File: config.mk
export PLATFORM = sky130hd
export DESIGN_NAME = hcbp_back
export DESIGN_NICKNAME = d
export VERILOG_FILES = /design/src/design/hcbp_pkg.sv /design/src/design/hcbp_back.sv
export SDC_FILE = /design/constraint.sdc
export NUM_CORES = 1
export LEC_CHECK = 0
export BUFFER_PORTS_ARGS = -buffer_cell sky130_fd_sc_hd__buf_2
export CELL_PAD_IN_SITES_DETAIL_PLACEMENT = 0
export CELL_PAD_IN_SITES_GLOBAL_PLACEMENT = 1
export CORE_ASPECT_RATIO = 0.5
export CORE_UTILIZATION = 41
export DETAILED_ROUTE_END_ITERATION = 8
export GPL_ROUTABILITY_DRIVEN = 0
export MAX_ROUTING_LAYER = met4
export PLACE_DENSITY = 0.79
export SLEW_MARGIN = 10
export SYNTH_ARGS = -nofsm -noshare
export SYNTH_HDL_FRONTEND = slang
export SYNTH_SLANG_ARGS = --single-unit
File: constraint.sdc
create_clock -name clk -period 3.3 [get_ports clk]
set_input_delay 0.825 -clock clk [delete_from_list [all_inputs] [get_ports clk]]
set_output_delay 0.825 -clock clk [all_outputs]
set_load 0.02 [all_outputs]
File: src/design/hcbp_pkg.sv
// ----------------------------------------------------------------------------
// hcbp_pkg
// Shared types and constants for the Huffman code bit packer.
// ----------------------------------------------------------------------------
`default_nettype none

package hcbp_pkg;

  localparam int OP_W   = 2;
  localparam int SYM_W  = 8;
  localparam int CODE_W = 32;
  localparam int LEN_W  = 6;
  localparam int BYTE_W = 8;
  localparam int PAD_W  = 3;

  // work register: up to 7 pending bits plus a full-width code
  localparam int WORK_W = CODE_W + BYTE_W;
  localparam int WCNT_W = 6;

  localparam int QUEUE_DEPTH = 4;
  localparam int QPTR_W      = 2;
  localparam int QCNT_W      = 3;

  localparam int DEFAULT_SYMBOL_COUNT = 256;
  localparam int DEFAULT_MAX_CODE_LEN = 32;

  localparam logic [OP_W-1:0] OP_LOAD   = 2'd0;
  localparam logic [OP_W-1:0] OP_ENCODE = 2'd1;
  localparam logic [OP_W-1:0] OP_FLUSH  = 2'd2;

  typedef struct packed {
    logic [OP_W-1:0]   op;
    logic [SYM_W-1:0]  symbol;
    logic [CODE_W-1:0] code_value;
    logic [LEN_W-1:0]  code_length;
  } item_t;

  typedef struct packed {
    logic [BYTE_W-1:0] out_byte;
    logic [PAD_W-1:0]  pad_bits;
    logic              last;
  } result_t;

  // command from the front end to the packer
  typedef struct packed {
    logic              flush;
    logic [CODE_W-1:0] code;
    logic [LEN_W-1:0]  len;
  } cmd_t;

endpackage

`default_nettype wire

File: src/design/hcbp_back.sv
// ----------------------------------------------------------------------------
// hcbp_back
// Bit packer: merges codes in a work register, emits a byte a cycle when free.
// ----------------------------------------------------------------------------
`default_nettype none

module hcbp_back (
  input  wire logic            clk,
  input  wire logic            rst,
  input  wire logic            cmd_valid,
  output logic                 cmd_ready,
  input  wire hcbp_pkg::cmd_t  cmd,
  output logic                 result_valid,
  input  wire logic            result_ready,
  output hcbp_pkg::result_t    result
);

  // work holds the pending bits left aligned; bits below work_cnt are zero
  logic [hcbp_pkg::WORK_W-1:0] work;
  logic [hcbp_pkg::WCNT_W-1:0] work_cnt;

  logic                        out_free;
  logic                        has_byte;
  logic                        emit_full;
  logic                        emit_flush;
  logic [hcbp_pkg::WCNT_W-1:0] shamt;
  logic [hcbp_pkg::WORK_W-1:0] code_aligned;

  assign out_free  = !result_valid || result_ready;
  assign has_byte  = work_cnt >= hcbp_pkg::WCNT_W'(hcbp_pkg::BYTE_W);
  assign emit_full = has_byte && out_free;

  // take a command only once fewer than eight bits remain
  assign cmd_ready = !has_byte && (!cmd.flush || work_cnt == '0 || out_free);
  assign emit_flush = cmd_valid && cmd_ready && cmd.flush && work_cnt != '0;

  assign shamt        = hcbp_pkg::WCNT_W'(hcbp_pkg::WORK_W) - work_cnt - cmd.len;
  assign code_aligned = hcbp_pkg::WORK_W'(cmd.code) << shamt;

  always_ff @(posedge clk) begin
    if (rst) begin
      work         <= '0;
      work_cnt     <= '0;
      result_valid <= 1'b0;
    end else begin
      if (emit_full || emit_flush) begin
        result_valid <= 1'b1;
      end else if (result_ready) begin
        result_valid <= 1'b0;
      end
      if (emit_full) begin
        work         <= work << hcbp_pkg::BYTE_W;
        work_cnt     <= work_cnt - hcbp_pkg::WCNT_W'(hcbp_pkg::BYTE_W);
      end else if (cmd_valid && cmd_ready) begin
        if (cmd.flush) begin
          work     <= '0;
          work_cnt <= '0;
        end else begin
          work     <= work | code_aligned;
          work_cnt <= work_cnt + cmd.len;
        end
      end
    end
  end

  always_ff @(posedge clk) begin
    if (emit_full) begin
      result.out_byte <= work[hcbp_pkg::WORK_W-1 -: hcbp_pkg::BYTE_W];
      result.pad_bits <= '0;
      result.last     <= 1'b0;
    end else if (emit_flush) begin
      result.out_byte <= work[hcbp_pkg::WORK_W-1 -: hcbp_pkg::BYTE_W];
      result.pad_bits <= hcbp_pkg::PAD_W'(4'(hcbp_pkg::BYTE_W) - {1'b0, work_cnt[2:0]});
      result.last     <= 1'b1;
    end
  end

endmodule

`default_nettype wire

Yosys cells after proc, flatten, opt, wreduce, memory -nomap -nowiden
Index checks and enable logic that the tools add are counted.

word-level totals
  word-level logic and storage cells = 43
  bits of input ports = 43
  register bits after elaboration = 59
  output and inout bits = 14

cells by class
  bitwise logic cells = 1
  add/subtract/negate cells = 5
  reduce and logical (&&, ||, !) cells = 18
  shifts and indexed selects = 1
  $lt $le $gt $ge = 1
  mux-type cells = 10

operator list
  cell                                                  count
  two-way mux 40 bit                                    3
  bitwise OR 40 bit                                     1
  << shifter 32 x 6 -> 40 bit                           1
  two-way mux 12 bit                                    2
  two-way mux 6 bit                                     3
  adder 6 bit                                           1
  >= comparator 6 x 4 -> 1 bit (second input constant)  1
  logical NOT 6 bit                                     1
  nonzero test 2 bit                                    3
  nonzero test 6 bit                                    1
  subtractor 6 x 4 -> 6 bit (second input constant)     1
  subtractor 6 bit                                      1
  subtractor 6 bit (first input constant)               1
  logical AND 1 bit                                     5
  logical OR 1 bit                                      4
  logical NOT 1 bit                                     3
  subtractor 1 x 3 -> 3 bit (first input constant)      1
  two-way mux 1 bit                                     2
  OR reduction 2 bit                                    1

Depth between registers and ports, before layout
  depth in word-level cells = 9
  mapped depth = 12
  depth with buffers taken out = 10

Worst setup path before layout
OpenSTA, ideal clock, no wires.

  path kind = in2reg
  start = in cmd[1] (netlist bit)
  end = reg work[21] (netlist bit)
  cell stages on the path = 10
  slack = -239 ps
  data arrival time = 3410 ps
  buffers on the path = 1
  path through = ha_1 > fa_1 > inv_1 > ha_1 > or3_1 > nand2_2 > buf_4 > mux4_2 > a222oi_1 > o21ai_1

between the ends
  longest elaborated chain between the ends = 6

RTL lines
  element                      line             text
  start, declared              hcbp_back.sv:12  input wire hcbp_pkg::cmd_t cmd,
  subtractor 6 bit             hcbp_back.sv:37  assign shamt = hcbp_pkg::WCNT_W'(hcbp_pkg::WORK_W) - work_cnt - cmd.len;
  << shifter 32 x 6 -> 40 bit  hcbp_back.sv:38  assign code_aligned = hcbp_pkg::WORK_W'(cmd.code) << shamt;
  bitwise OR 40 bit            hcbp_back.sv:59  work <= work | code_aligned;
  two-way mux 40 bit           hcbp_back.sv:55  if (cmd.flush) begin
  two-way mux 40 bit           hcbp_back.sv:54  end else if (cmd_valid && cmd_ready) begin
  two-way mux 40 bit           hcbp_back.sv:51  if (emit_full) begin
  end signal, assigned         hcbp_back.sv:52  work <= work << hcbp_pkg::BYTE_W;
  end signal, assigned         hcbp_back.sv:59
  end, declared                hcbp_back.sv:19  logic [hcbp_pkg::WORK_W-1:0] work;

No other way between the ends. The select of a mux whose other input is x is not followed.
A chain may end at the register's enable or synchronous reset.

Worst setup path after layout
  start = in cmd[1] (netlist bit)
  end = reg work[23] (netlist bit)

The elaborated chain is that of the path after synthesis.

==> results by group <==
Timing
  – Fmax: 311 MHz
  – Period utilization: 97.5%
  – Max-slew violation count: 0
  – Worst-Margin Slew: 734 ps
  – Final Skew: approximately 10 ps
  – Setup WS post-layout: 83.3 ps
  – Setup TNS: 0 ps
  – Slew headroom: 50.9%
  – Final Hold Fails: 0
  – RSZ-0062 raised after global routing: no
  – Worst hold slack: about 450 ps
  – Setup Viol. Count Final: 0
  – Final critical-path required period: 3220 ps

Setup path
  – Slowest cell on the critical path: mux4_2
  – CP endpoint: work[23]
  – Worst-path maximum fanout: 26
  – Startpoint of the worst-slack reg-to-reg timing path: work_cnt[0]
  – Cell Chain, Critical Path: buf_2, ha_4, inv_1, ha_1, buf_12, buf_4, mux2_4, mux2i_4, inv_2, mux4_2, a222oi_1, o21ai_1
  – Required @ worst endpoint: around 3500 ps
  – FF-to-FF End: work[23]
  – Depth of the worst register-to-register path: 11
  – CP peak stage delay: 500 ps
  – WS Path Type: in2reg
  – Critical Path Sink Type: flip-flop
  – Worst path arrival time: 3420 ps
  – CP startpoint kind: input port
  – Critical Path Source: cmd[1]
  – R2R setup slack: ~300 ps

Yosys
  – Mean Syn Cell Area: 8.91 um2
  – YS warnings: 0
  – Post-synth top cells: 53 x nand2_1, 51 x dfxtp_1, 44 x mux2i_1
  – EDFF count, synth: 8
  – Seq/Total Area, Yosys: 25.2%
  – Synth top area cells: dfxtp_1 20%, mux2i_1 8.8%, mux2_2 7.4%
  – Synthesized area: 5010 um2
  – Ys async rst share: 0%
  – Cells after Synth: 563
  – Top-count cell post-synth: nand2_1
  – #FFs+latches synth: 59
  – Synth area leader: dfxtp_1
  – Syn nets: 623
  – Main synth FF type: dfxtp_1
  – Yosys cell types: 72
  – Top cell type's share of synthesized area: 20.4%

Final layout
  – Util after Layout: 55.6%
  – Final net count: approximately 770
  – Final instance area: 6610 um2
  – Area Growth Syn to Fin: 31.8%
  – Share of cells above drive strength 1: 37.0%
  – Diode count: 0
  – Fill cell count: 1088

Global route
  – Gr usage total: 27.9%
  – Vias in the first global route: between 4000 and 5000
  – Antenna violations before repair: 0
  – First-pass GRT wire length: 25900 um
  – Pin count of the biggest net entering global routing: 34
  – Grt ovf: 0

CTS
  – CTS buffer count: 9
  – H-tree level count: 3
  – Worst skew pair latency: ~330 ps
  – CTS sink count: 59
  – CTS tree: built
  – Clock slew at reported path FFs: 50 ps
  – Bufs on Longest Clock Path: 2
  – Hold_buf cts: 0
  – Root Buffer: clkbuf_16

Detailed routing
  – Drt first pass iters: 5
  – DRT iter0 DRCs: between 500 and 600
  – Via density: ~5.7
  – Avg WL per Cell: roughly 19 um
  – DRC Markers: 0
  – Antenna Nets Post-Route: 0
  – Drt total wl: 16400 um
  – Via Count: between 5000 and 6000

Floorplanning
  – Die Y: 80.2 um
  – Initial Util: 42.2%
  – Area of the core: 11900 um2
  – Die area: 12700 um2
  – IO Count: 57
  – Row cnt: 28
  – Die W: 158 um

Power
  – Net switching power: roughly 2.6 mW
  – Lkg Pwr: 2.90 nW
  – Clk pwr share: 15.7%
  – Comb power frac: 67.6%
  – Fraction of power spent switching nets: 44.4%
  – PwrDens: 880 nW/um2
  – Sequential share of power: 16.7%
  – Internal: 3.24 mW
  – Worst IR Drop VDD: 0.316 mV

Placed design
  – Post-DP HPWL: 13200 um
  – Port Buffers: 56
  – Placed Area: around 6300 um2
  – Pre-CTS WS: -355 ps

Run
  – MaxCap Viol Count: 0

Status
  – Status: finished clean

Hold path
  – Worst min path class: reg2reg
## final cells by class
| class | instances | area [um2] | area share [%] |
|---|---|---|---|
| Tap cell | 165 | 206 | 3.12 |
| Multi-Input combinational cell | 446 | 3580 | 54.1 |
| Clock inverter | 5 | 33.8 | 0.511 |
| Timing Repair Buffer | 169 | 1180 | 17.8 |
| Sequential cell | 59 | 1260 | 19.1 |
| Clock buffer | 11 | 264 | 3.99 |
| Inverter | 23 | 86.3 | 1.31 |
## placed cells by master, fill, tap and decap left out, drive strengths merged, types with 5 or more instances in the layout
master / n
inv: 23
ha: 14
or3: 5
nor2: 28
and2: 15
nand3: 9
nor3: 22
buf: 168
mux2: 36
nand2: 54
o22ai: 5
nor2b: 5
a22oi: 19
dfxtp: 51
clkbuf: 12
a211o: 7
mux4: 15
o21a: 20
a21oi: 29
a22o: 9
a21o: 6
edfxtp: 8
mux2i: 45
a211oi: 5
o21ai: 32
o221ai: 5
## what timing repair did
item                       in CTS  in global routing
resized for setup               1                  9
pin swaps                       0                  3
setup endpoints to repair       1                 10
buffers inserted                0                  1
## worst min-delay path by stage
| stage | startpoint | endpoint | slack (ps) | depth (start not counted) |
|---|---|---|---|---|
| floorplan | work[5] | work[5] | 440 | 1 |
| global placement | result[0] | result[0] | 450 | 1 |
| detailed placement | result[2] | result[2] | 450 | 2 |
| CTS | result[2] | result[2] | 460 | 2 |
| global route | result[0] | result[0] | 480 | 1 |
| finish | result[2] | result[2] | 450 | 2 |
## power groups by stage
stage                     sequential, mW  combinational [mW]  clock (mW)
after global placement             0.985                3.74           0
after global routing               0.983                4.21       0.956
after floorplan                     1.03                2.32           0
after CTS                          0.968                3.82       0.923
after detailed placement           0.983                3.80           0
final                              0.971                3.93       0.913
## kinds of logic (layout without fill, tap and decap cells)
family | Yosys count | count (layout) | synth area share [%]
mux | 96 | 96 | 24.3
flops | 59 | 59 | 25.2
compound gates | 171 | 171 | 24.2
simple gates | 156 | 156 | 15.3
fa+ha+maj | 17 | 17 | 4.69
buf+inv | 58 | 208 | 5.37
xor+xnor | 6 | 6 | 1.05
## per-layer routing
| layer | up-vias | GRT usage [%] | wire [um] |
|---|---|---|---|
| met2 | 217 | 38.9 | 6490 |
| met4 | 0 | 6.63 | 202 |
| li1 | 2416 | - | - |
| met5 | - | - | 0 |
| met3 | 17 | 7.77 | 1480 |
| met1 | 2389 | 39.4 | 8220 |
## worst max-delay path, delay by kind of cell
kind	cells	cell delay, ps
fa+ha+maj	2	570
mux	3	1020
buf+inv	5	550
compound gates	2	430
## stage by stage
stage	instances	total power, mW
5_1_grt	878	6.15
4_1_cts	877	5.71
3_5_place_dp	861	4.78
3_3_place_gp	861	4.73
2_1_floorplan	563	3.35
6_report	878	5.82
## sequential cells by signal, summed over array words and instances (netlist names)
| name | flops |
|---|---|
| result | 12 |
| work | 40 |
| result_valid | 1 |
| work_cnt | 6 |
Power figures use the tool's default switching activity.
