File: config.mk
export PLATFORM = sky130hd
export DESIGN_NAME = hcbp_queue
export DESIGN_NICKNAME = d
export VERILOG_FILES = /design/src/design/hcbp_pkg.sv /design/src/design/hcbp_queue.sv
export SDC_FILE = /design/constraint.sdc
export NUM_CORES = 1
export LEC_CHECK = 0
export CORE_UTILIZATION = 35
export DETAILED_ROUTE_END_ITERATION = 7
export DONT_BUFFER_PORTS = 1
export GPL_TIMING_DRIVEN = 1
export PLACE_DENSITY = 0.55
export SYNTH_ARGS = -nofsm -noshare
export SYNTH_HDL_FRONTEND = slang
export SYNTH_SLANG_ARGS = --single-unit
export TNS_END_PERCENT = 50
File: constraint.sdc
create_clock -name clk -period 4.1 [get_ports clk]
set_clock_uncertainty 0.15 [all_clocks]
set_input_delay 1.025 -clock clk [delete_from_list [all_inputs] [get_ports clk]]
set_output_delay 1.025 -clock clk [all_outputs]
set_load 0.02 [all_outputs]
File: src/design/hcbp_pkg.sv
// ----------------------------------------------------------------------------
// hcbp_pkg
// Shared types and constants for the Huffman code bit packer.
// ----------------------------------------------------------------------------
`default_nettype none

package hcbp_pkg;

  localparam int OP_W   = 2;
  localparam int SYM_W  = 8;
  localparam int CODE_W = 32;
  localparam int LEN_W  = 6;
  localparam int BYTE_W = 8;
  localparam int PAD_W  = 3;

  // work register: up to 7 pending bits plus a full-width code
  localparam int WORK_W = CODE_W + BYTE_W;
  localparam int WCNT_W = 6;

  localparam int QUEUE_DEPTH = 4;
  localparam int QPTR_W      = 2;
  localparam int QCNT_W      = 3;

  localparam int DEFAULT_SYMBOL_COUNT = 256;
  localparam int DEFAULT_MAX_CODE_LEN = 32;

  localparam logic [OP_W-1:0] OP_LOAD   = 2'd0;
  localparam logic [OP_W-1:0] OP_ENCODE = 2'd1;
  localparam logic [OP_W-1:0] OP_FLUSH  = 2'd2;

  typedef struct packed {
    logic [OP_W-1:0]   op;
    logic [SYM_W-1:0]  symbol;
    logic [CODE_W-1:0] code_value;
    logic [LEN_W-1:0]  code_length;
  } item_t;

  typedef struct packed {
    logic [BYTE_W-1:0] out_byte;
    logic [PAD_W-1:0]  pad_bits;
    logic              last;
  } result_t;

  // command from the front end to the packer
  typedef struct packed {
    logic              flush;
    logic [CODE_W-1:0] code;
    logic [LEN_W-1:0]  len;
  } cmd_t;

endpackage

`default_nettype wire

File: src/design/hcbp_queue.sv
// ----------------------------------------------------------------------------
// hcbp_queue
// Small command FIFO between the front end and the packer.
// ----------------------------------------------------------------------------
`default_nettype none

module hcbp_queue (
  input  wire logic           clk,
  input  wire logic           rst,
  input  wire logic           push_valid,
  output logic                push_ready,
  input  wire hcbp_pkg::cmd_t push_data,
  output logic                pop_valid,
  input  wire logic           pop_ready,
  output hcbp_pkg::cmd_t      pop_data
);

  hcbp_pkg::cmd_t                entries [hcbp_pkg::QUEUE_DEPTH];
  logic [hcbp_pkg::QPTR_W-1:0]   wr_ptr;
  logic [hcbp_pkg::QPTR_W-1:0]   rd_ptr;
  logic [hcbp_pkg::QCNT_W-1:0]   count;
  logic                          push;
  logic                          pop;

  assign push_ready = count != hcbp_pkg::QCNT_W'(hcbp_pkg::QUEUE_DEPTH);
  assign pop_valid  = count != '0;
  assign push       = push_valid && push_ready;
  assign pop        = pop_valid && pop_ready;
  assign pop_data   = entries[rd_ptr];

  always_ff @(posedge clk) begin
    if (push) begin
      entries[wr_ptr] <= push_data;
    end
  end

  always_ff @(posedge clk) begin
    if (rst) begin
      wr_ptr <= '0;
      rd_ptr <= '0;
      count  <= '0;
    end else begin
      if (push) wr_ptr <= wr_ptr + 1'b1;
      if (pop)  rd_ptr <= rd_ptr + 1'b1;
      if (push && !pop) begin
        count <= count + 1'b1;
      end else if (pop && !push) begin
        count <= count - 1'b1;
      end
    end
  end

endmodule

`default_nettype wire

# --- Word level (Yosys, flattened, before mapping) ---
# Memories as Yosys holds them, arrays and structs flattened. A register that Yosys moved wholly into a read port is not among the register bits.
# Index checks and enable logic that the tools add are counted.
# W data, S select, Z words.
totals:
  reg_bits: 7
  mem_bits_rw: 156
  input_bits: 43
  output_inout_bits: 41
  wordCells: 23
  n_memories: 1
op_classes:
  add_sub_neg: 4
  eq_ne: 1
  mux: 6
  reduce_logical: 8
mem_list:
  columns: ["memory", "words", "word_bits", "rd", "rd_ports_with_merged_regs", "write_ports", "line_no", "rtl"]
  rows:
  - ["entries", 4, 39, 1, 1, 1, "hcbp_queue.sv:18", "hcbp_pkg::cmd_t entries [hcbp_pkg::QUEUE_DEPTH];"]
ops:
  columns: ["op", "count"]
  rows:
  - ["$mux W3", 2]
  - ["$add A2 B1 Y2 const B", 2]
  - ["$logic_and A1 B1 Y1", 4]
  - ["$mux W2", 2]
  - ["$add A3 B1 Y3 const B", 1]
  - ["$ne A3 B3 Y1 const B", 1]
  - ["$reduce_bool A3 Y1", 1]
  - ["$sub A3 B1 Y3 const B", 1]
  - ["$logic_not A1 Y1", 2]
  - ["$mux W1", 2]
  - ["$reduce_bool A2 Y1", 1]

# --- Logic depth before layout (Yosys ltp) ---
# Gate-level depths: netlist (run 1).
depth:
  ltp_word: 6
  mapped_depth: 8
  mapped_depth_nobuf: 8

# --- Worst setup path before layout (run 1) ---
# Ideal clock, no wire load.
synth_path:
  path_type: "input port to flip-flop"
  startpoint: "input port push_valid"
  endpoint: "memory entries[0][0] (netlist name), enable pin"
  setup_ns: 0.400
  t_arrival_ns: 2.277
  t_required_ns: 3.550
  slack_ns: 1.273
  path_stages: 2
  path_buffers: 0
  cell_sequence: "a21boi_2 and2_1"
synth_between:
  elab_chain_len: 3
synth_rtl:
  columns: ["element", "line_no", "rtl"]
  rows:
  - ["start, declared", "hcbp_queue.sv:10", "input wire logic push_valid,"]
  - ["$logic_and A1 B1 Y1", "hcbp_queue.sv:27", "assign push = push_valid && push_ready;"]
  - ["$mux W1", "hcbp_queue.sv:32", "if (push) begin"]
  - ["$mux W1 (not written as such)", "hcbp_queue.sv:33", "entries[wr_ptr] <= push_data;"]
  - ["end, declared", "hcbp_queue.sv:18", null]
# Every way passes these cells.

==> results.md, run 1 <==
- Layout net count: 317
- Worst setup margin: ~900 ps
- Hold WS: 378.4 ps
- TritonCTS Sinks: 165
- CP required: 2920 ps
- Critical Path AT: 2030 ps
- Worst path max stage delay: 890 ps
- RePlAce Congestion: approximately 0.65
- IO Port Bufs: 0
- ANT nets after route: 0
- Setup Fix Bufs, Post-CTS: 0
- 1st-iter DRT viols: 172
- Most numerous cell in the Yosys netlist: edfxtp_1
- Diodes inserted: 0
- Worst-margin pin slew: 819.6 ps
- Outcome: completed
- Synth Cell Area: 6083 sq um
- # placed instances: ~470
- Chip width: 133.8 microns
- Number of gates resized after cts: 0
- Kind of critical path: reg2out
- PD cells: ~660 nW/um^2
- Top post-synthesis cells by area: edfxtp_1 77%, mux4_2 14%, dfxtp_1 3.0%
- Pre-CTS setup slack: around 1200 ps
- Met1 WL: around 4000 microns
- Post-Layout Cell Count: 500
- Largest net degree at the start of global routing: 40
- Core ar.: 16,760 sq um
- Maximum fanout along the worst path: 39
- Fin. Hold Viols: 0
- Rows: 47
- Initial antenna violation count: 0
- Share of the synthesized area in the top cell type: 77.01%
- Top Layer Used: met4
- DR WL/cell: a little over 20 microns
- Post-DP HPWL: 6299 microns
- RSZ-0062 raised after global routing: no
- Fmax: 0.3124 GHz
- CP max-delay cell: dfxtp_4
- Util after Layout: 41.22%
- Post-synth EDFFs: about 160
- Post-synth top flop: edfxtp_1
- CP startpoint kind: flip-flop
- Via-per-instance ratio: between 4 and 5
- Min cycle time layout: 3201 ps
- Maxcap violations: 0
- Gr usage total: 12.72%
- Fin. max-slew vios: 0
- Met3 routed WL: 896 microns
- Die area: ~18,000 sq um
- Largest area contributor in the netlist: edfxtp_1
- CP endpoint kind: output port
- Ys async rst share: 0%
- Remaining DRCs: 0
- Hold Path Class: reg2reg
- Rel. slew slack: between 40% and 50%
- Ys Warns: 0
- Clk_lat worst skew: about 420 ps
- Met2 WL: 5119 microns
- Syn Nets: 300
- Clock buffer count from CTS: 17
- Final Instance Area: 6908 sq um
- First-pass GRT wire length: roughly 16,000 microns
- Post-synthesis cell count: 251
- CP Buf/Inv Count: 0
- Sequential Area: 4870 sq um
- Layout cell share with drive strength beyond 1: 27.86%
- Vias post-DR: 2,461
- # setup viols final: 0
- Clock Path Buffers: 2
- CP Cell Sequence: mux4_2
- Synth Register Bits: ~170
- Worst IR drop on VDD: between 0.0003 and 0.0004 V
- Reg clk slew, reported paths: 60 ps
- TritonCTS clock tree: done
- Top Ports: 84
- Fin Setup TNS: 0 ps
- Post-DP Area: roughly 6400 sq um
- Clock Root Buffer: clkbuf_16
- Register area share after synthesis: 79.97%
- Area grow syn2layout: 13.55%
- Vias in the first global route: 2,719
- FILL cells: about 1,500
- Starting Density: 36.30%
- Total Power: 4.555 mW
- Fin crit share: 78.07%
- Multi-input logic area: 1154 sq um
- Post-synth top cells: 156 x edfxtp_1, 39 x mux4_2, 9 x dfxtp_1
- Routed WL: 10,250 microns
- Worst path top cell family by delay: flip-flops
- Pre-antenna DRT Iters: 4
- CTS Hold Bufs: 0
- Yosys cell types: 23
- Leak pwr: 2.145 nW
- H-tree levels: 4
- Mean Syn Cell Area: 24.24 sq um
- GR Overflow Total: 0
- Height of the die: around 130 microns
## kinds of logic after synthesis
group | after synthesis | share of synthesized area [%]
multiplexers | 42 | 14.95
AO/OA/AOI/OAI | 5 | 0.6169
AND/OR/NAND/NOR | 17 | 1.378
XOR/XNOR | 4 | 0.5758
adder cells (fa/ha/maj) | 6 | 1.357
buffers and inverters | 12 | 1.152
flip-flops | 165 | 79.97
## registers in the layout (all words and copies together), names as in the netlist, named ones only
register  cells
entries     156
count         3
rd_ptr        2
wr_ptr        2
## placed cells by master (no fill, tap or decap), drive strengths merged
| master | Yosys | final |
|---|---|---|
| xor2 | 4 | 4 |
| mux2 | 1 | 1 |
| o31ai | 1 | 1 |
| and2 | 4 | 4 |
| mux2i | 2 | 2 |
| a21oi | 1 | 1 |
| clkbuf | 3 | 20 |
| mux4 | 39 | 39 |
| nor2 | 8 | 8 |
| o311ai | 1 | 1 |
| clkinvlp | 0 | 2 |
| clkinv | 0 | 6 |
| bufinv | 0 | 2 |
| or3 | 2 | 2 |
| fa | 1 | 1 |
| ha | 5 | 5 |
| nand2b | 2 | 2 |
| buf | 6 | 7 |
| edfxtp | 156 | 156 |
| a21boi | 1 | 1 |
| inv | 3 | 4 |
| o21ai | 1 | 1 |
| nand2 | 1 | 1 |
| dfxtp | 9 | 9 |
## report_power, final
part	switching, mW	internal, mW	leakage (nW)
Combinational	0.503	0.361	0.380
Clock	0.583	0.883	0.260
Sequential	0.173	2.05	1.50
## cell type report
| class | count | share of cell area [%] |
|---|---|---|
| repair buffers | 7 | 0.7607 |
| clock inverters | 11 | 1.576 |
| multi-input cells | 74 | 16.70 |
| flip-flops and latches | 165 | 70.49 |
| well taps | 220 | 3.985 |
| inverters | 3 | 0.1630 |
| clock buffers | 20 | 6.321 |
## per-layer routing
metal  GRT usage [%]  up-vias
met2           20.35       72
met5               0        -
met3           6.047       14
met4           6.250        0
met1           14.25     1289
li1                -     1086
## worst paths after layout
| path | from | endpoint | slack, ps | cells past startpoint |
|---|---|---|---|---|
| max | flip-flop | pop_data[38] | 900 | 1 |
| min | rd_ptr[0] | flip-flop | 380 | 2 |
| max reg2reg | count[0] | count[2] | 1700 | 8 |
| min reg2reg | rd_ptr[0] | flip-flop | 380 | 2 |
No activity file was read; power rests on OpenSTA's default activity.
==> run 2, diff against run 1 <==
--- a/config.mk
+++ b/config.mk
@@ -9,7 +9,7 @@
 export DETAILED_ROUTE_END_ITERATION = 7
 export DONT_BUFFER_PORTS = 1
 export GPL_TIMING_DRIVEN = 1
-export PLACE_DENSITY = 0.55
+export PLACE_DENSITY = 0.57
 export SYNTH_ARGS = -nofsm -noshare
 export SYNTH_HDL_FRONTEND = slang
 export SYNTH_SLANG_ARGS = --single-unit
==> constraint.sdc (replaced) <==
create_clock -name clk -period 2.9 [get_ports clk]
set_clock_uncertainty 0.15 [all_clocks]
set_input_delay 0.725 -clock clk [delete_from_list [all_inputs] [get_ports clk]]
set_output_delay 0.725 -clock clk [all_outputs]
set_load 0.02 [all_outputs]
==> run 2 against run 1 <==
Critical path depth grew 1; power grew 49%; final area grew 2.0%; routed wire length grew 2.7%; highest routed layer unchanged; cell count grew 1.2%; count of clock-buffer cells in the layout is the same; critical path type unchanged; first-iteration DRC count grew 18%; flip-flop and latch count is the same; global-route usage grew 0.28 points; worst setup slack lost 650 ps; clock power grew 61%; non-clock buffer count grew 5.
==> results.md, run 2 (synthesis results as in run 1) <==
- Internal cell power: 4.944 mW (was 3.296 mW)
- Clock Root Buffer: clkbuf_16 (unchanged)
- Gr usage total: 13.00% (was 12.72%)
- Reg clk slew, reported paths: 60 ps (about the same)
- Reg2reg path depth: 8 (unchanged)
- Multi-input logic area: 1154 sq um (unchanged)
- Pre-antenna DRT Iters: 4 (unchanged)
- Routed WL: 10,530 microns (was 10,250 microns)
- TritonCTS Sinks: 165 (unchanged)
- Initial antenna violation count: 0 (unchanged)
- RSZ-0062 raised after global routing: no (unchanged)
- Power share of the combinational group: 21.3% (was 19.0%)
- Fin Setup TNS: 0 ps (unchanged)
- Kind of critical path: reg2out (unchanged)
- Clock power share: 34.8% (was 32.2%)
- CP startpoint kind: flip-flop (unchanged)
- ANT nets after route: 0 (unchanged)
- Fin crit share: 91.35%
- Most common cell after layout, fill and taps aside: edfxtp_1 (unchanged)
- First-pass GRT wire length: 16,230 microns (was 16,060 microns)
- Worst hold start: rst (was rd_ptr[0])
- 1st-iter DRT viols: 203 (was 172)
- Core ar.: 16,760 sq um (unchanged)
- Remaining DRCs: 0 (unchanged)
- Clock Path Buffers: 2 (unchanged)
- Hold Path Class: in2reg (was reg2reg)
- DR WL/cell: 20.81 microns (was 20.49 microns)
- FILL cells: 1,440 (was 1,472)
- Leak pwr: 2.229 nW (was 2.145 nW)
- Diodes inserted: 0 (unchanged)
- Min cycle time layout: 2649 ps
- Switching part of the total power: 27.34% (was 27.64%)
- IO Port Bufs: 0 (unchanged)
- Setup slack, reg-to-reg: 530 ps (was 1700 ps)
- R2R Path End: count[2] (unchanged)
- Starting Density: 36.30% (unchanged)
- Vias in the first global route: 2,718 (was 2,719)
- Switch Pwr: 1.860 mW (was 1.259 mW)
- Height of the die: 133.8 microns (unchanged)
- Fmax: 0.3775 GHz
- Largest register by flop count: entries (unchanged)
- Layout cell share with drive strength beyond 1: 31.47% (was 27.86%)
- Post-DP HPWL: 6472 microns (was 6299 microns)
- Die area: 17,910 sq um (unchanged)
- RePlAce Congestion: 0.7237 (was 0.6512)
- Sequential share of power: 43.9% (was 48.9%)
- # setup viols final: 0 (unchanged)
- Outcome: completed (unchanged)
- Max reg flops: 156 (unchanged)
- Number of gates resized after cts: 0 (unchanged)
- Worst IR drop on VDD: 0.0005189 V (was 0.0003293 V)
- PD cells: 965.4 nW/um^2 (was 659.4 nW/um^2)
- Clk_lat worst skew: 420 ps (about the same)
- CTS Hold Bufs: 0 (unchanged)
- Most frequent cells in the layout: 156 x edfxtp_1, 39 x mux4_2, 17 x clkbuf_16, 11 x buf_4, 8 x nor2_1 (was 156 x edfxtp_1, 39 x mux4_2, 17 x clkbuf_16, 8 x nor2_1)
- TritonCTS clock tree: done (unchanged)
- Worst Hold Depth: 1 (was 2)
- Util after Layout: 42.05% (was 41.22%)
- Largest net degree at the start of global routing: 25 (was 40)
- Sequential Area: 4870 sq um (unchanged)
- Top flop regs: entries x156, count x3 (unchanged)
- Area grow syn2layout: 15.86% (was 13.55%)
- Chip width: 133.8 microns (unchanged)
- Setup Fix Bufs, Post-CTS: 0 (unchanged)
- Clock buffer count from CTS: 17 (unchanged)
- CP endpoint kind: output port (unchanged)
- Top Ports: 84 (unchanged)
- Maximum fanout along the worst path: 16 (was 39)
- Rel. slew slack: 71.04% (was 45.36%)
- Layout net count: 322 (was 317)
- Maxcap violations: 0 (unchanged)
- CP required: 2030 ps (was 2920 ps)
- Via-per-instance ratio: 4.899 (was 4.922)
- Fin. Hold Viols: 0 (unchanged)
- Vias post-DR: 2,479 (was 2,461)
- Reg-to-reg startpoint: count[0] (unchanged)
- GR Overflow Total: 0 (unchanged)
- H-tree levels: 4 (unchanged)
- Worst-margin pin slew: 428.9 ps (was 819.6 ps)
- Critical Path AT: 1770 ps (was 2030 ps)
- Rows: 47 (unchanged)
- Fin. max-slew vios: 0 (unchanged)
## run 2: cell count changes in the layout (fill, tap and decap cells not counted), sizes merged
cell      change
bufinv        +2
buf           +5
clkinv        +2
inv           -1
clkinvlp      -2
## run 2: worst max-delay path, cell delays in order, from the launching register on
cell and delay [ps]:
dfxtp_4 360, buf_4 330, mux4_2 670
## run 2: power by group through the flow
stage	combinational, mW	sequential [mW]	clock [mW]
after CTS	1.50	2.99	2.44
after global routing	1.57	3.01	2.52
after detailed placement	1.50	3.04	0
after global placement	1.49	3.02	0
after floorplan	1.22	3.01	0
final	1.45	2.98	2.37
## run 2: worst max path at each step
stage / slack, ps / cells after the start / from / to
after floorplan: 370 / 2 / push_valid / entries[0][0]
after global placement: 420 / 7 / push_valid / count[2]
after detailed placement: 350 / 7 / push_valid / count[2]
after CTS: 190 / 2 / flip-flop / pop_data[12]
after global routing: 140 / 2 / flip-flop / pop_data[12]
final: 250 / 2 / flip-flop / pop_data[12]
## run 2: stage by stage
step | hold slack, ps | std cells | power, mW | setup slack (ps) | cell area (sq um)
after floorplan | 332.0 | 251 | 4.236 | 372.9 | 6083
final | 209.4 | 506 | 6.804 | 250.8 | 7048
after detailed placement | 372.2 | 474 | 4.534 | 347.5 | 6412
after CTS | 178.3 | 506 | 6.926 | 186.9 | 7048
after global routing | 182.7 | 506 | 7.100 | 137.1 | 7048
after global placement | 352.2 | 474 | 4.508 | 422.6 | 6412
## run 2: area by class of cell
cell class	instances	area share [%]
repair buffers	12	1.456
clock inverters	12	2.539
flip-flops and latches	165	69.09
inverters	3	0.1598
well taps	220	3.906
clock buffers	20	6.480
multi-input cells	74	16.37
## run 2: layer usage
metal | up-vias | global-route usage [%] | part of all wire [%]
met1 | 1301 | 15.14 | 40
met5 | - | 0 | 0
met4 | 0 | 5.871 | 1.7
li1 | 1093 | - | -
met3 | 16 | 6.954 | 9.2
met2 | 69 | 19.80 | 49
==> run 3, diff against run 2 <==
--- a/config.mk
+++ b/config.mk
@@ -10,6 +10,7 @@
 export DONT_BUFFER_PORTS = 1
 export GPL_TIMING_DRIVEN = 1
 export PLACE_DENSITY = 0.57
+export RECOVER_POWER = 50
 export SYNTH_ARGS = -nofsm -noshare
 export SYNTH_HDL_FRONTEND = slang
 export SYNTH_SLANG_ARGS = --single-unit
==> run 3 against run 2 <==
Clock power barely moved; count of clock-buffer cells in the layout did not move; cell count did not move.
==> results.md, run 3 (synthesis results as in run 1) <==
- Area grow syn2layout: 15.67% (was 15.86%)
- Worst Hold Depth: 1 (unchanged)
- Pre-antenna DRT Iters: 4 (unchanged)
- TritonCTS Sinks: 165 (unchanged)
- Worst hold start: rst (unchanged)
- IO Port Bufs: 0 (unchanged)
- Fmax: 0.3775 GHz (about the same)
- Top flop regs: entries x156, count x3 (unchanged)
- RSZ-0062 raised after global routing: no (unchanged)
- Height of the die: 133.8 microns (unchanged)
- Routed WL: 10,530 microns (about the same)
- Largest net degree at the start of global routing: 25 (unchanged)
- CP max-delay cell: mux4_2 (unchanged)
- Outcome: completed (unchanged)
- Number of gates resized after cts: 0 (unchanged)
- Top Ports: 84 (unchanged)
- Worst-margin pin slew: 1052 ps (was 428.9 ps)
- Chip width: 133.8 microns (unchanged)
- Starting Density: 36.30% (unchanged)
- Rows: 47 (unchanged)
- Hold Path Class: in2reg (unchanged)
- R2R Path End: entries[3][34] (was count[2])
- First-pass GRT wire length: 16,230 microns (unchanged)
- Fin crit share: 91.34% (was 91.35%)
- Most frequent cells in the layout: 156 x edfxtp_1, 39 x mux4_2, 17 x clkbuf_16, 8 x nor2_1, 8 x buf_4 (was 156 x edfxtp_1, 39 x mux4_2, 17 x clkbuf_16, 11 x buf_4, 8 x nor2_1)
- Vias in the first global route: 2,718 (unchanged)
- Reg clk slew, reported paths: 60 ps (about the same)
- Setup Fix Bufs, Post-CTS: 0 (unchanged)
- Critical Path AT: 1770 ps (about the same)
- Core ar.: 16,760 sq um (unchanged)
- Die area: 17,910 sq um (unchanged)
- GR Overflow Total: 0 (unchanged)
- CP required: 2030 ps (about the same)
- Worst path max stage delay: 670 ps (about the same)
- Reg-to-reg startpoint: count[0] (unchanged)
- Diodes inserted: 0 (unchanged)
- PD cells: 966.5 nW/um^2 (was 965.4 nW/um^2)
- Clock Path Buffers: 2 (unchanged)
- Largest register by flop count: entries (unchanged)
- DR WL/cell: 20.80 microns (was 20.81 microns)
- Clk_lat worst skew: 420 ps (about the same)
- Layout cell share with drive strength beyond 1: 30.42% (was 31.47%)
- Max reg flops: 156 (unchanged)
- CP endpoint kind: output port (unchanged)
- Worst IR drop on VDD: 0.0005180 V (was 0.0005189 V)
- 1st-iter DRT viols: 209 (was 203)
- Fin Setup TNS: 0 ps (unchanged)
- ANT nets after route: 0 (unchanged)
- Util after Layout: 41.99% (was 42.05%)
- Clock Root Buffer: clkbuf_16 (unchanged)
- Reg2reg path depth: 4 (was 8)
- Post-DP HPWL: 6472 microns (unchanged)
- CP Cell Sequence: buf_4 -> mux4_2 (unchanged)
- Leak pwr: 2.216 nW (was 2.229 nW)
- TritonCTS clock tree: done (unchanged)
- Min cycle time layout: 2649 ps (about the same)
- Maximum fanout along the worst path: 16 (unchanged)
- H-tree levels: 4 (unchanged)
- CP startpoint kind: flip-flop (unchanged)
- Maxcap violations: 0 (unchanged)
- Most common cell after layout, fill and taps aside: edfxtp_1 (unchanged)
- Fin. max-slew vios: 0 (unchanged)
- Fin. Hold Viols: 0 (unchanged)
- # setup viols final: 0 (unchanged)
- Rel. slew slack: 29.85% (was 71.04%)
- Layout net count: 322 (unchanged)
- RePlAce Congestion: 0.7237 (unchanged)
- Kind of critical path: reg2out (unchanged)
- Vias post-DR: 2,482 (was 2,479)
- Clock buffer count from CTS: 17 (unchanged)
- Remaining DRCs: 0 (unchanged)
- CTS Hold Bufs: 0 (unchanged)
- Initial antenna violation count: 0 (unchanged)
- Setup slack, reg-to-reg: 520 ps (was 530 ps)
- Gr usage total: 13.00% (unchanged)
- Via-per-instance ratio: 4.905 (was 4.899)
-- run 3: cell type report --
cell class | count | area [sq um]
fill | 1439 | 9723
sequential | 165 | 4870
multi-input combinational | 74 | 1154
clock buffer | 20 | 456.7
tap | 220 | 275.3
clock inverter | 12 | 178.9
timing repair buffer | 12 | 91.34
inverter | 3 | 11.26
-- run 3: power breakdown --
group	switching, mW	leakage (nW)	internal, mW
Clock	0.881	0.314	1.49
Combinational	0.895	0.397	0.552
Sequential	0.0831	1.50	2.90
Total	1.86	2.22	4.94
-- run 3: worst max path at each step --
stage          cells past startpoint  startpoint  slack (ps)            end
2_1_floorplan                      2  push_valid         370  entries[0][0]
3_3_place_gp                       7  push_valid         420       count[2]
3_5_place_dp                       7  push_valid         350       count[2]
4_1_cts                            2   flip-flop         190   pop_data[12]
5_1_grt                            2   flip-flop         140   pop_data[12]
6_report                           2   flip-flop         250   pop_data[12]
-- run 3: through the flow --
stage / instances / setup slack, ps / instance area (sq um) / power, mW / hold slack (ps)
global placement: 474 / 422.6 / 6412 / 4.508 / 352.2
global route: 506 / 137.1 / 7037 / 7.097 / 182.7
finish: 506 / 251.1 / 7037 / 6.801 / 209.6
CTS: 506 / 186.9 / 7048 / 6.926 / 178.3
detailed placement: 474 / 347.5 / 6412 / 4.534 / 372.2
floorplan: 251 / 372.9 / 6083 / 4.236 / 332.0
-- run 3: layer usage --
metal	share of wire, %	up-vias	track usage [%]
li1	-	1094	-
met1	40	1298	15.14
met2	49	74	19.80
met3	9.3	16	6.954
met4	1.7	0	5.871
met5	0	-	0
-- run 3: critical path: cells and delay by family (launching register included) --
family | cells | cell delay, ps
flops | 1 | 360
buf+inv | 1 | 330
mux | 1 | 670
